===== src/rtl/htc_pkg.sv =====
package htc_pkg;

    // Coordinate width of the input fields on the ports
    localparam int unsigned CoordBits = 16;

    typedef struct packed {
        logic signed [CoordBits-1:0] vec_m;
        logic signed [CoordBits-1:0] vec_n;
        logic signed [CoordBits-1:0] vec_m1;
        logic signed [CoordBits-1:0] vec_n1;
    } htc_in_t;

    typedef struct packed {
        logic [31:0] cell_area;
        logic [15:0] gcd_first;
        logic [15:0] gcd_second;
        logic [31:0] tile_width;
        logic [31:0] tile_width_alt;
        logic [30:0] row_shift;
        logic        degenerate;
    } htc_out_t;

    // Divider status seen by the sequencer
    typedef struct packed {
        logic busy;
        logic done;
    } htc_div_stat_t;

endpackage


===== src/rtl/htc_divider.sv =====
module htc_divider import htc_pkg::*; #(
    parameter int unsigned DW = 33
) (
    input  logic          aclk,
    input  logic          aresetn,
    input  logic          start,
    input  logic [DW-1:0] dividend,
    input  logic [DW-1:0] divisor,
    output logic [DW-1:0] quotient,
    output logic [DW-1:0] remainder,
    output htc_div_stat_t stat
);

    localparam int unsigned CW = $clog2(DW);

    logic [DW-1:0] quo_reg, quo_next;
    logic [DW-1:0] rem_reg, rem_next;
    logic [DW-1:0] dvs_reg, dvs_next;
    logic [CW-1:0] cnt_reg, cnt_next;
    logic          busy_reg, busy_next;
    logic          done_reg, done_next;
    logic [DW:0]   shifted;
    logic [DW:0]   diff;

    // One restoring step per cycle
    always_comb begin
        shifted   = {rem_reg, quo_reg[DW-1]};
        diff      = shifted - {1'b0, dvs_reg};
        quo_next  = quo_reg;
        rem_next  = rem_reg;
        dvs_next  = dvs_reg;
        cnt_next  = cnt_reg;
        busy_next = busy_reg;
        done_next = 1'b0;
        if (start) begin
            quo_next  = dividend;
            rem_next  = '0;
            dvs_next  = divisor;
            cnt_next  = CW'(DW - 1);
            busy_next = 1'b1;
        end else if (busy_reg) begin
            if (!diff[DW]) begin
                rem_next = diff[DW-1:0];
                quo_next = {quo_reg[DW-2:0], 1'b1};
            end else begin
                rem_next = shifted[DW-1:0];
                quo_next = {quo_reg[DW-2:0], 1'b0};
            end
            cnt_next = cnt_reg - 1'b1;
            if (cnt_reg == '0) begin
                busy_next = 1'b0;
                done_next = 1'b1;
            end
        end
    end

    always_ff @(posedge aclk) begin
        quo_reg <= quo_next;
        rem_reg <= rem_next;
        dvs_reg <= dvs_next;
        cnt_reg <= cnt_next;
        if (!aresetn) begin
            busy_reg <= 1'b0;
            done_reg <= 1'b0;
        end else begin
            busy_reg <= busy_next;
            done_reg <= done_next;
        end
    end

    assign quotient  = quo_reg;
    assign remainder = rem_reg;
    assign stat      = '{busy: busy_reg, done: done_reg};

endmodule


===== src/rtl/halftone_cell_parameters.sv =====
// Halftone cell parameters: one word in, one word out, one item at a time.
// One shared divider does every divide: one per Euclid step of both gcds and two for
// the tile widths (none when either gcd is zero). When the shift walk runs, it takes
// one walk step at a time (up to |M1|/D + |N|/D steps), then one modulo divide.
// A new word is taken only after the last result is taken; s_ready is high only while idle.
// Reset (aresetn, synchronous, active low) returns to idle with no word pending.
module halftone_cell_parameters import htc_pkg::*; #(
    parameter int unsigned COORD_BITS = CoordBits
) (
    input  logic     aclk,
    input  logic     aresetn,
    input  logic     s_valid,
    output logic     s_ready,
    input  htc_in_t  s_data,
    output logic     m_valid,
    input  logic     m_ready,
    output htc_out_t m_data
);

    localparam int unsigned CB = COORD_BITS;
    localparam int unsigned AW = 2 * CB;
    localparam int unsigned DW = 2 * CB + 1;
    localparam int unsigned HW = CB + 2;
    localparam int unsigned PW = HW + CB + 1;

    localparam logic [4:0] S_IDLE = 5'd0;
    localparam logic [4:0] S_MUL0 = 5'd1;
    localparam logic [4:0] S_MUL1 = 5'd2;
    localparam logic [4:0] S_AREA = 5'd3;
    localparam logic [4:0] S_G1   = 5'd4;
    localparam logic [4:0] S_G1W  = 5'd5;
    localparam logic [4:0] S_G2   = 5'd6;
    localparam logic [4:0] S_G2W  = 5'd7;
    localparam logic [4:0] S_CHK  = 5'd8;
    localparam logic [4:0] S_W0W  = 5'd9;
    localparam logic [4:0] S_W1   = 5'd10;
    localparam logic [4:0] S_W1W  = 5'd11;
    localparam logic [4:0] S_WALK = 5'd12;
    localparam logic [4:0] S_SH0  = 5'd13;
    localparam logic [4:0] S_SH1  = 5'd14;
    localparam logic [4:0] S_SHS  = 5'd15;
    localparam logic [4:0] S_MODS = 5'd16;
    localparam logic [4:0] S_MODW = 5'd17;
    localparam logic [4:0] S_FIN  = 5'd18;
    localparam logic [4:0] S_OUT  = 5'd19;

    logic [4:0]           state_reg, state_next;
    logic signed [CB-1:0] vm_reg, vm_next, vn_reg, vn_next;
    logic signed [CB-1:0] vm1_reg, vm1_next, vn1_reg, vn1_next;
    logic [CB-1:0]        m_mag, n_mag, m1_mag, n1_mag;
    logic [AW-1:0]        area_reg, area_next;
    logic signed [PW-1:0] prod_reg, prod_next;
    logic [CB-1:0]        ga_reg, ga_next, gb_reg, gb_next;
    logic [CB-1:0]        d_reg, d_next, d1_reg, d1_next;
    logic [AW-1:0]        w_reg, w_next, w1_reg, w1_next, s_reg, s_next;
    logic signed [HW-1:0] h_reg, h_next, k_reg, k_next, dy_reg, dy_next;
    logic signed [PW-1:0] sh_reg, sh_next;
    logic signed [PW-1:0] sh_abs;
    logic signed [HW-1:0] d_ext;
    htc_out_t             out_reg, out_next;
    logic                 mv_reg, mv_next;

    logic signed [HW-1:0] mul_a;
    logic signed [CB:0]   mul_b;
    logic signed [PW-1:0] mul_p;

    logic                 div_start;
    logic [DW-1:0]        div_a, div_b, div_q, div_r;
    htc_div_stat_t        div_stat;

    htc_divider #(.DW(DW)) u_div (
        .aclk      (aclk),
        .aresetn   (aresetn),
        .start     (div_start),
        .dividend  (div_a),
        .divisor   (div_b),
        .quotient  (div_q),
        .remainder (div_r),
        .stat      (div_stat)
    );

    // Magnitudes of the held coordinates
    assign m_mag  = vm_reg[CB-1]  ? CB'(-vm_reg)  : vm_reg;
    assign n_mag  = vn_reg[CB-1]  ? CB'(-vn_reg)  : vn_reg;
    assign m1_mag = vm1_reg[CB-1] ? CB'(-vm1_reg) : vm1_reg;
    assign n1_mag = vn1_reg[CB-1] ? CB'(-vn1_reg) : vn1_reg;
    assign d_ext  = $signed({2'b00, d_reg});
    assign sh_abs = sh_reg[PW-1] ? -sh_reg : sh_reg;

    // Shared multiplier, operands picked by state
    always_comb begin
        unique case (state_reg)
            S_MUL0: begin
                mul_a = $signed({2'b00, m_mag});
                mul_b = $signed({1'b0, m1_mag});
            end
            S_MUL1: begin
                mul_a = $signed({2'b00, n_mag});
                mul_b = $signed({1'b0, n1_mag});
            end
            S_SH0: begin
                mul_a = h_reg;
                mul_b = (CB + 1)'(vm_reg);
            end
            default: begin
                mul_a = k_reg;
                mul_b = (CB + 1)'(vn1_reg);
            end
        endcase
    end
    assign mul_p = PW'(mul_a * mul_b);

    // Sequencer
    always_comb begin
        state_next = state_reg;
        vm_next    = vm_reg;
        vn_next    = vn_reg;
        vm1_next   = vm1_reg;
        vn1_next   = vn1_reg;
        area_next  = area_reg;
        prod_next  = prod_reg;
        ga_next    = ga_reg;
        gb_next    = gb_reg;
        d_next     = d_reg;
        d1_next    = d1_reg;
        w_next     = w_reg;
        w1_next    = w1_reg;
        s_next     = s_reg;
        h_next     = h_reg;
        k_next     = k_reg;
        dy_next    = dy_reg;
        sh_next    = sh_reg;
        out_next   = out_reg;
        mv_next    = mv_reg;
        div_start  = 1'b0;
        div_a      = DW'(ga_reg);
        div_b      = DW'(gb_reg);
        unique case (state_reg)
            S_IDLE: begin
                if (s_valid) begin
                    vm_next    = CB'(s_data.vec_m);
                    vn_next    = CB'(s_data.vec_n);
                    vm1_next   = CB'(s_data.vec_m1);
                    vn1_next   = CB'(s_data.vec_n1);
                    state_next = S_MUL0;
                end
            end
            S_MUL0: begin
                prod_next  = mul_p;
                state_next = S_MUL1;
            end
            S_MUL1: begin
                area_next  = AW'(prod_reg);
                prod_next  = mul_p;
                state_next = S_AREA;
            end
            S_AREA: begin
                area_next  = area_reg + AW'(prod_reg);
                ga_next    = m1_mag;
                gb_next    = n_mag;
                state_next = S_G1;
            end
            S_G1: begin
                if (gb_reg == '0) begin
                    d_next     = ga_reg;
                    ga_next    = m_mag;
                    gb_next    = n1_mag;
                    state_next = S_G2;
                end else begin
                    div_start  = 1'b1;
                    state_next = S_G1W;
                end
            end
            S_G1W: begin
                if (div_stat.done) begin
                    ga_next    = gb_reg;
                    gb_next    = CB'(div_r);
                    state_next = S_G1;
                end
            end
            S_G2: begin
                if (gb_reg == '0) begin
                    d1_next    = ga_reg;
                    state_next = S_CHK;
                end else begin
                    div_start  = 1'b1;
                    state_next = S_G2W;
                end
            end
            S_G2W: begin
                if (div_stat.done) begin
                    ga_next    = gb_reg;
                    gb_next    = CB'(div_r);
                    state_next = S_G2;
                end
            end
            S_CHK: begin
                if (d_reg == '0 || d1_reg == '0) begin
                    out_next            = '0;
                    out_next.degenerate = 1'b1;
                    mv_next             = 1'b1;
                    state_next          = S_OUT;
                end else begin
                    div_start  = 1'b1;
                    div_a      = DW'(area_reg);
                    div_b      = DW'(d_reg);
                    state_next = S_W0W;
                end
            end
            S_W0W: begin
                if (div_stat.done) begin
                    w_next     = AW'(div_q);
                    state_next = S_W1;
                end
            end
            S_W1: begin
                div_start  = 1'b1;
                div_a      = DW'(area_reg);
                div_b      = DW'(d1_reg);
                state_next = S_W1W;
            end
            S_W1W: begin
                if (div_stat.done) begin
                    w1_next = AW'(div_q);
                    h_next  = '0;
                    k_next  = '0;
                    dy_next = '0;
                    s_next  = '0;
                    if (vm1_reg != '0 && vn_reg != '0) begin
                        state_next = S_WALK;
                    end else begin
                        state_next = S_FIN;
                    end
                end
            end
            // One walk step per cycle until the offset hits D
            S_WALK: begin
                if (dy_reg == d_ext) begin
                    state_next = S_SH0;
                end else if (dy_reg > d_ext) begin
                    k_next  = vm1_reg[CB-1] ? k_reg - 1'b1 : k_reg + 1'b1;
                    dy_next = dy_reg - $signed({2'b00, m1_mag});
                end else begin
                    h_next  = vn_reg[CB-1] ? h_reg - 1'b1 : h_reg + 1'b1;
                    dy_next = dy_reg + $signed({2'b00, n_mag});
                end
            end
            S_SH0: begin
                prod_next  = mul_p;
                state_next = S_SH1;
            end
            S_SH1: begin
                sh_next    = prod_reg;
                prod_next  = mul_p;
                state_next = S_SHS;
            end
            S_SHS: begin
                sh_next    = sh_reg + prod_reg;
                state_next = S_MODS;
            end
            S_MODS: begin
                if (w_reg == '0) begin
                    state_next = S_FIN;
                end else begin
                    div_start  = 1'b1;
                    div_a      = DW'(sh_abs);
                    div_b      = DW'(w_reg);
                    state_next = S_MODW;
                end
            end
            // Non-negative remainder of -sh
            S_MODW: begin
                if (div_stat.done) begin
                    if (!sh_reg[PW-1] && div_r != '0) begin
                        s_next = w_reg - AW'(div_r);
                    end else begin
                        s_next = AW'(div_r);
                    end
                    state_next = S_FIN;
                end
            end
            S_FIN: begin
                out_next.cell_area      = 32'(area_reg);
                out_next.gcd_first      = 16'(d_reg);
                out_next.gcd_second     = 16'(d1_reg);
                out_next.tile_width     = 32'(w_reg);
                out_next.tile_width_alt = 32'(w1_reg);
                out_next.row_shift      = 31'(s_reg);
                out_next.degenerate     = 1'b0;
                mv_next                 = 1'b1;
                state_next              = S_OUT;
            end
            S_OUT: begin
                if (m_ready) begin
                    mv_next    = 1'b0;
                    state_next = S_IDLE;
                end
            end
            default: begin
                state_next = S_IDLE;
            end
        endcase
    end

    always_ff @(posedge aclk) begin
        vm_reg   <= vm_next;
        vn_reg   <= vn_next;
        vm1_reg  <= vm1_next;
        vn1_reg  <= vn1_next;
        area_reg <= area_next;
        prod_reg <= prod_next;
        ga_reg   <= ga_next;
        gb_reg   <= gb_next;
        d_reg    <= d_next;
        d1_reg   <= d1_next;
        w_reg    <= w_next;
        w1_reg   <= w1_next;
        s_reg    <= s_next;
        h_reg    <= h_next;
        k_reg    <= k_next;
        dy_reg   <= dy_next;
        sh_reg   <= sh_next;
        out_reg  <= out_next;
        if (!aresetn) begin
            state_reg <= S_IDLE;
            mv_reg    <= 1'b0;
        end else begin
            state_reg <= state_next;
            mv_reg    <= mv_next;
        end
    end

    assign s_ready = (state_reg == S_IDLE);
    assign m_valid = mv_reg;
    assign m_data  = out_reg;

endmodule


===== config.mk =====
export PLATFORM = sky130hd
export DESIGN_NAME = halftone_cell_parameters
export DESIGN_NICKNAME = d
export VERILOG_FILES = /design/src/rtl/htc_pkg.sv /design/src/rtl/htc_divider.sv /design/src/rtl/halftone_cell_parameters.sv
export SDC_FILE = /design/constraint.sdc
export NUM_CORES = 2
export LEC_CHECK = 0
export BUFFER_PORTS_ARGS = -buffer_cell sky130_fd_sc_hd__buf_2
export CAP_MARGIN = 20
export CORE_ASPECT_RATIO = 0.7
export CORE_MARGIN = 8
export CORE_UTILIZATION = 50
export CTS_CLUSTER_DIAMETER = 50
export DETAILED_ROUTE_END_ITERATION = 16
export PLACE_DENSITY = 0.67
export SYNTH_ARGS = -nofsm -noshare
export SYNTH_HDL_FRONTEND = slang
export SYNTH_SLANG_ARGS = --single-unit

===== constraint.sdc =====
create_clock -name aclk -period 9.9 [get_ports aclk]
set_input_delay 0.99 -clock aclk [delete_from_list [all_inputs] [get_ports aclk]]
set_output_delay 0.99 -clock aclk [all_outputs]
set_load 0.005 [all_outputs]

* Word-level counts from Yosys, hierarchy flattened *
Cells that the tools add are included.
W data, S select, Z words.

cells by class
  add/subtract/negate cells = 16
  divide/modulo/power cells = 0
  magnitude comparators = 1
  bitwise gates (word level) = 2
  equality and inequality tests = 34
  multiplexer cells = 68
  reduce and logical (&&, ||, !) cells = 38
  multipliers = 1
  shift operators = 0

operators with widths
  kind                     count
  $pmux W160 S2            1
  $mux W33                 5
  $mux W18                 9
  $mux W160                1
  $mux W16                 9
  $pmux W18 S2             3
  $pmux W5 S20             1
  $pmux W33 S3             1
  $pmux W16 S3             2
  $pmux W32 S3             1
  $mux W31                 3
  $pmux W35 S2             1
  $mux W32                 2
  $neg A16 Y16             4
  $pmux W32 S2             1
  $pmux W31 S2             1
  $pmux W18 S3             1
  $pmux W17 S3             1
  $mux W5                  10
  $logic_not A16 Y1        3
  $eq A5 B4 Y1 const B     8
  $add A18 B1 Y18 const B  2
  $sub A18 B1 Y18 const B  2
  $add A35 B35 Y35         1
  other kinds (39)         87

storage, ports and cells
  output and inout bits = 162
  flip-flop bits (word level) = 652
  memories = 0
  bits of input ports = 68
  bits in read-only memories = 0
  memory bits (writable) = 0
  logic and storage cells = 192
  latch bits = 0

* Depth between registers and ports, before layout *
  depth after elaboration = 6
  gate-level depth with buffers = 34
  depth with buffers taken out = 33

* Cells and area by module *
Synthesis repeated with hierarchy kept, for this count alone.

second synthesis, totals
  cell total of the unflattened synthesis = 4881
  area total of the unflattened synthesis = 49119.6 um^2

by module, submodules not included
  module                    seq. area each (um^2)  area each (um^2)  cells each  instances
  halftone_cell_parameters  16305.6                42976.2           4275        1
  htc_divider               2802.7                 6143.4            606         1

* Least setup slack after synthesis *
No wires, ideal clock.

  path type = register -> register
  start point = register state_reg[2]
  end point = register out_reg (netlist bit m_data[0]) (enable)
  path slack = 1366 ps
  period minus slack after synthesis = 8534 ps
  data required time = 9217 ps
  path buffers = 2
  arrival = 7851 ps
  setup time = 683 ps
  cell stages (with the launch flop) = 7
  cells stage by stage = dfxtp_1 > clkbuf_1 > nor2_1 > and2_1 > clkbuf_1 > a21oi_1 > nor2_1

on the way
  word-level cells in the longest chain between the ends = 3
  elaborated cells between the ends (all ways) = 5
  classes of those cells = eq/ne: 3; reduce/logical: 2

RTL lines
  what                                                                 RTL line                         RTL
  start: declaration                                                   halftone_cell_parameters.sv:47   logic [4:0] state_reg, state_next;
  start signal: assignment                                             halftone_cell_parameters.sv:328  state_reg <= state_next;
  $eq A5 B4 Y1 or $eq A5 B5 Y1 (tied branches)                         halftone_cell_parameters.sv:138  unique case (state_reg)
  $ne A2 B2 Y1 (no source line) or $reduce_bool A2 Y1 (tied branches)  --
  $reduce_and A2 Y1 (no source line) *                                 --
  end signal: assignment                                               halftone_cell_parameters.sv:323  out_reg <= out_next;
  end: declaration                                                     halftone_cell_parameters.sv:60   htc_out_t out_reg, out_next;

Mark *: on every way between the ends. The rest lies on a longest branch, timed or not.
A chain may end at the register's enable or synchronous reset.

* Worst setup path after layout *
  start point = register state_reg[4]
  end point = register prod_reg[32] (data pin)

on the way
  word-level cells in the longest chain between the ends = 3
  elaborated cells between the ends (all ways) = 6
  classes of those cells = mul: 1; eq/ne: 3; mux: 2

RTL lines
  what                                          RTL line                         RTL
  $eq A5 B4 Y1, or another cell as far along    halftone_cell_parameters.sv:92   unique case (state_reg)
  $pmux W18 S3 or $pmux W17 S3 (tied branches)  halftone_cell_parameters.sv:92
  $mul A18 B17 Y35 *                            halftone_cell_parameters.sv:111  assign mul_p = PW'(mul_a * mul_b);
  net mul_p[32]                                 halftone_cell_parameters.sv:65   logic signed [PW-1:0] mul_p;
  end signal: assignment                        halftone_cell_parameters.sv:311  prod_reg <= prod_next;
  end: declaration                              halftone_cell_parameters.sv:52   logic signed [PW-1:0] prod_reg, prod_next;

The timed path passes the listed nets; every way through them passes the cells marked *.

==> summary.md <==
| Metric | Value |
|---|---|
| Outcome | finished clean |
| Yosys reg bits | 651 |
| Drt first pass iters | 9 |
| Routability cong. | 1.016 |
| Core area | 97,530 um2 |
| H-tree Lvls | 3 |
| WS Path Type | reg -> reg |
| Critical R2R Capture | prod_reg[32] |
| Die area | 108,400 um2 |
| Slew Limit Fails | 0 |
| Main synth FF type | edfxtp_1 |
| Hold_buf cts | 0 |
| First-pass GRT wire length | 229,900 um |
| Startpoint types | flop |
| Minimum clock period after layout | 8.951 ns |
| Most common cell after layout, fill and taps aside | edfxtp_1 |
| Final hold violations | 0 |
| Mux cell area share after synthesis | 0.8990% |
| Worst r2r path cells | 26 |
| Number of global-route vias before repair | 37,590 |
| Simple-gate share of the synthesized area | 15.12% |
| Worst setup margin | 0.9491 ns |
| Die H | 277.9 um |
| 1st-iter DRT viols | 4,926 |
| Remaining antenna violation count | 0 |
| Slew HR | 22.11% |
| Xor and xnor area share after synthesis | 4.952% |
| CP arrival | 9.33 ns |
| Num rows | 96 |
| Post-synth net total | 5,591 |
| RSZ-0062 raised after global routing | false |
| Largest register FFs | 160 |
| Largest fanout on the critical path | 21 |
| Most frequent cells in the layout | edfxtp_1, inv_1, nor2_1 |
| Largest net degree at the start of global routing | 115 |
| Grt peak-use layer | met2 |
| IO Port Bufs | 229 |
| Max Buffers Root-to-Sink | 3 |
| Critical Path End | prod_reg[32] |
| Gate Count Post-Synth | 4,918 |
| Met3 usage | 6.056% |
| Async set-reset flop share out of synthesis | 0% |
| Mapped cell area | 48,990 um2 |
| DRC | 0 |
| Clock root buffer | clkbuf_16 |
| Largest family of logic cells by synthesized area | adder cells |
| Via Count | 38,680 |
| Clock transition at path regs | 0.06 ns |
| Num CTS Buffers | 82 |
| Fin nets | 5,798 |
| # Post-CTS Setup Buffers | 0 |
| Layout cells sized above 1 | 10.64% |
| Worst Max-Slew Pin Slew | 1.168 ns |
| Clk_skew | 0.01912 ns |
| Post-synth EDFFs | 604 |
| Warnings, synthesis | 0 |
| CTS sink cnt | 651 |
| HP Class | reg -> reg |
| Setup TNS | 0 ns |
| Total GRT Usage | 27.08% |
| WL per Instance | 22.80 um |
| Effective utilization at floorplan | 50.23% |
| Setup violators final | 0 |
| WP data required | 10.28 ns |
| Area delta synth->final | 11.46% |
| Critical path origin | state_reg[4] |
| Worst reg-to-reg setup slack | 0.95 ns |
| # Max-Cap Violations | 0 |
| Initial antenna violation count | 5 |
| Total Wirelength | 148,500 um |
| RR Startpoint | state_reg[4] |
| Met2 Track Usage GR | 40.27% |
| Total grt overflow | 0 |
| Resized cells post-CTS | 0 |
| TritonCTS clock tree | built |
| CP endpoint kind | flop |
| I/O pins | 230 |
| Synth unique cells | 94 |
| Fmax | 111.7 MHz |
| Mean post-synth cell area | 9.961 um2 |
| Post-place setup slack | 1.018 ns |
| Compound-Gate Fraction of Synth Area | 14.16% |
| Final HPWL DP | 115,200 um |
| Skew-Pair Late Insertion Delay | 0.65 ns |
| Crit share post-route | 90.41% |
| Met1 Usage GRT | 40.11% |
| Post-synthesis sequential area ratio | 38.94% |
| Die X | 390.1 um |
| Fraction of the mapped netlist area in adder cells | 20.32% |
| Post-DR vias/cell | 5.938 |
how the worst min path moves through the flow:
| stage | from | end | slack [ns] | cells past startpoint |
|---|---|---|---|---|
| 2_1_floorplan | u_div.quotient[10] | w1_reg[10] | 0.44 | 0 |
| 3_5_place_dp | u_div.cnt_reg[0] | u_div.cnt_reg[0] | 0.46 | 2 |
| 6_report | u_div.cnt_reg[0] | u_div.cnt_reg[0] | 0.47 | 2 |
| 5_1_grt | s_data[6] | vn1_reg[6] | 0.49 | 1 |
| 4_1_cts | u_div.cnt_reg[0] | u_div.cnt_reg[0] | 0.47 | 2 |
| 3_3_place_gp | u_div.cnt_reg[0] | u_div.cnt_reg[0] | 0.46 | 2 |
synth_stat cells (8+ instances only):
| cell type | n | area (um2) |
|---|---|---|
| a211o_1 | 8 | 70.07 |
| a211oi_1 | 25 | 187.7 |
| a21boi_0 | 11 | 82.58 |
| a21o_1 | 78 | 585.6 |
| a21oi_1 | 255 | 1276 |
| a221oi_1 | 19 | 166.4 |
| a222oi_1 | 21 | 210.2 |
| a22oi_1 | 65 | 488.0 |
| a31oi_1 | 29 | 181.4 |
| and2_1 | 49 | 306.5 |
| and3_1 | 165 | 1032 |
| buf_2 | 19 | 95.09 |
| clkbuf_1 | 175 | 656.9 |
| dfxtp_1 | 47 | 940.9 |
| edfxtp_1 | 604 | 18140 |
| fa_1 | 318 | 6366 |
| ha_1 | 287 | 3591 |
| inv_1 | 516 | 1937 |
| mux2_2 | 8 | 90.09 |
| mux2i_1 | 35 | 350.3 |
| nand2_1 | 452 | 1697 |
| nand2b_1 | 50 | 312.8 |
| nand3_1 | 59 | 295.3 |
| nand4_1 | 28 | 175.2 |
| nor2_1 | 476 | 1787 |
| nor2b_1 | 38 | 237.7 |
| nor3_1 | 99 | 495.5 |
| nor3b_1 | 12 | 90.09 |
| nor4_1 | 43 | 269.0 |
| o2111ai_1 | 8 | 70.07 |
| o211ai_1 | 13 | 97.59 |
| o21a_1 | 41 | 307.8 |
| o21ai_0 | 277 | 1386 |
| o21ai_1 | 11 | 55.05 |
| o21bai_1 | 25 | 187.7 |
| o22ai_1 | 11 | 68.82 |
| o31ai_1 | 44 | 330.3 |
| o32a_1 | 15 | 150.1 |
| o32ai_1 | 9 | 78.83 |
| o41ai_1 | 9 | 78.83 |
| or2_2 | 17 | 106.4 |
| or3_1 | 38 | 237.7 |
| or4_1 | 9 | 67.56 |
| xnor2_1 | 148 | 1296 |
| xor2_1 | 129 | 1130 |
final cells by class:
cell class                 count  area (um2)
timing repair buffer         327        1926
sequential                   651       19080
clock buffer                  96        2115
antenna                        1       2.502
multi-input combinational   3547       27320
clock inverter                52       568.0
fill                        8555       42930
inverter                     516        1937
tap                         1323        1655
critical path, cell delays in order, from the launching register on:
cell,delay [ns]
dfxtp_1,0.47
or3_1,0.54
nor2_1,0.23
buf_4,0.27
or3_2,0.43
buf_4,0.28
o21a_1,0.74
nand2_1,0.19
fa_1,0.59
inv_1,0.06
fa_1,0.50
fa_1,0.52
fa_1,0.54
fa_1,0.57
inv_1,0.07
fa_1,0.53
inv_1,0.04
ha_1,0.37
a21o_1,0.20
a21o_1,0.17
a21oi_1,0.25
nor3_1,0.07
a21oi_1,0.11
o21ai_0,0.16
a31oi_1,0.40
mux2i_1,0.23
nand3_1,0.10
cells by family (layout without fill, tap and decap cells):
| kind of cell | Yosys count | count (layout) |
|---|---|---|
| other | 0 | 1 |
| xor gates and xnor gates | 277 | 277 |
| adders and majority gates | 605 | 605 |
| and+or+nand+nor | 1566 | 1566 |
| DFF | 651 | 651 |
| buffers and inverters | 720 | 991 |
| AOI/OAI and AO/OA | 1056 | 1056 |
| muxes | 43 | 43 |
metrics by stage:
step                      hold slack [ns]  instance area [um2]  cells  util, %
after floorplan                    0.4394                48990   4918        -
after global placement             0.4565                51860   6361    53.18
after detailed placement           0.4610                51860   6361    53.18
after CTS                          0.4695                54550   6509    55.93
after global routing               0.4876                54600   6512    55.98
final                              0.4677                54600   6513    55.98
layer usage:
layer	vias to the layer above	routed length, um
li1	17760	-
met1	18920	65100
met2	1774	64020
met3	215	15750
met4	2	3607
met5	-	12
Power is left out: the tool's default activity adds up to more than one toggle a clock period on the data nets, which glitch-free logic cannot reach.
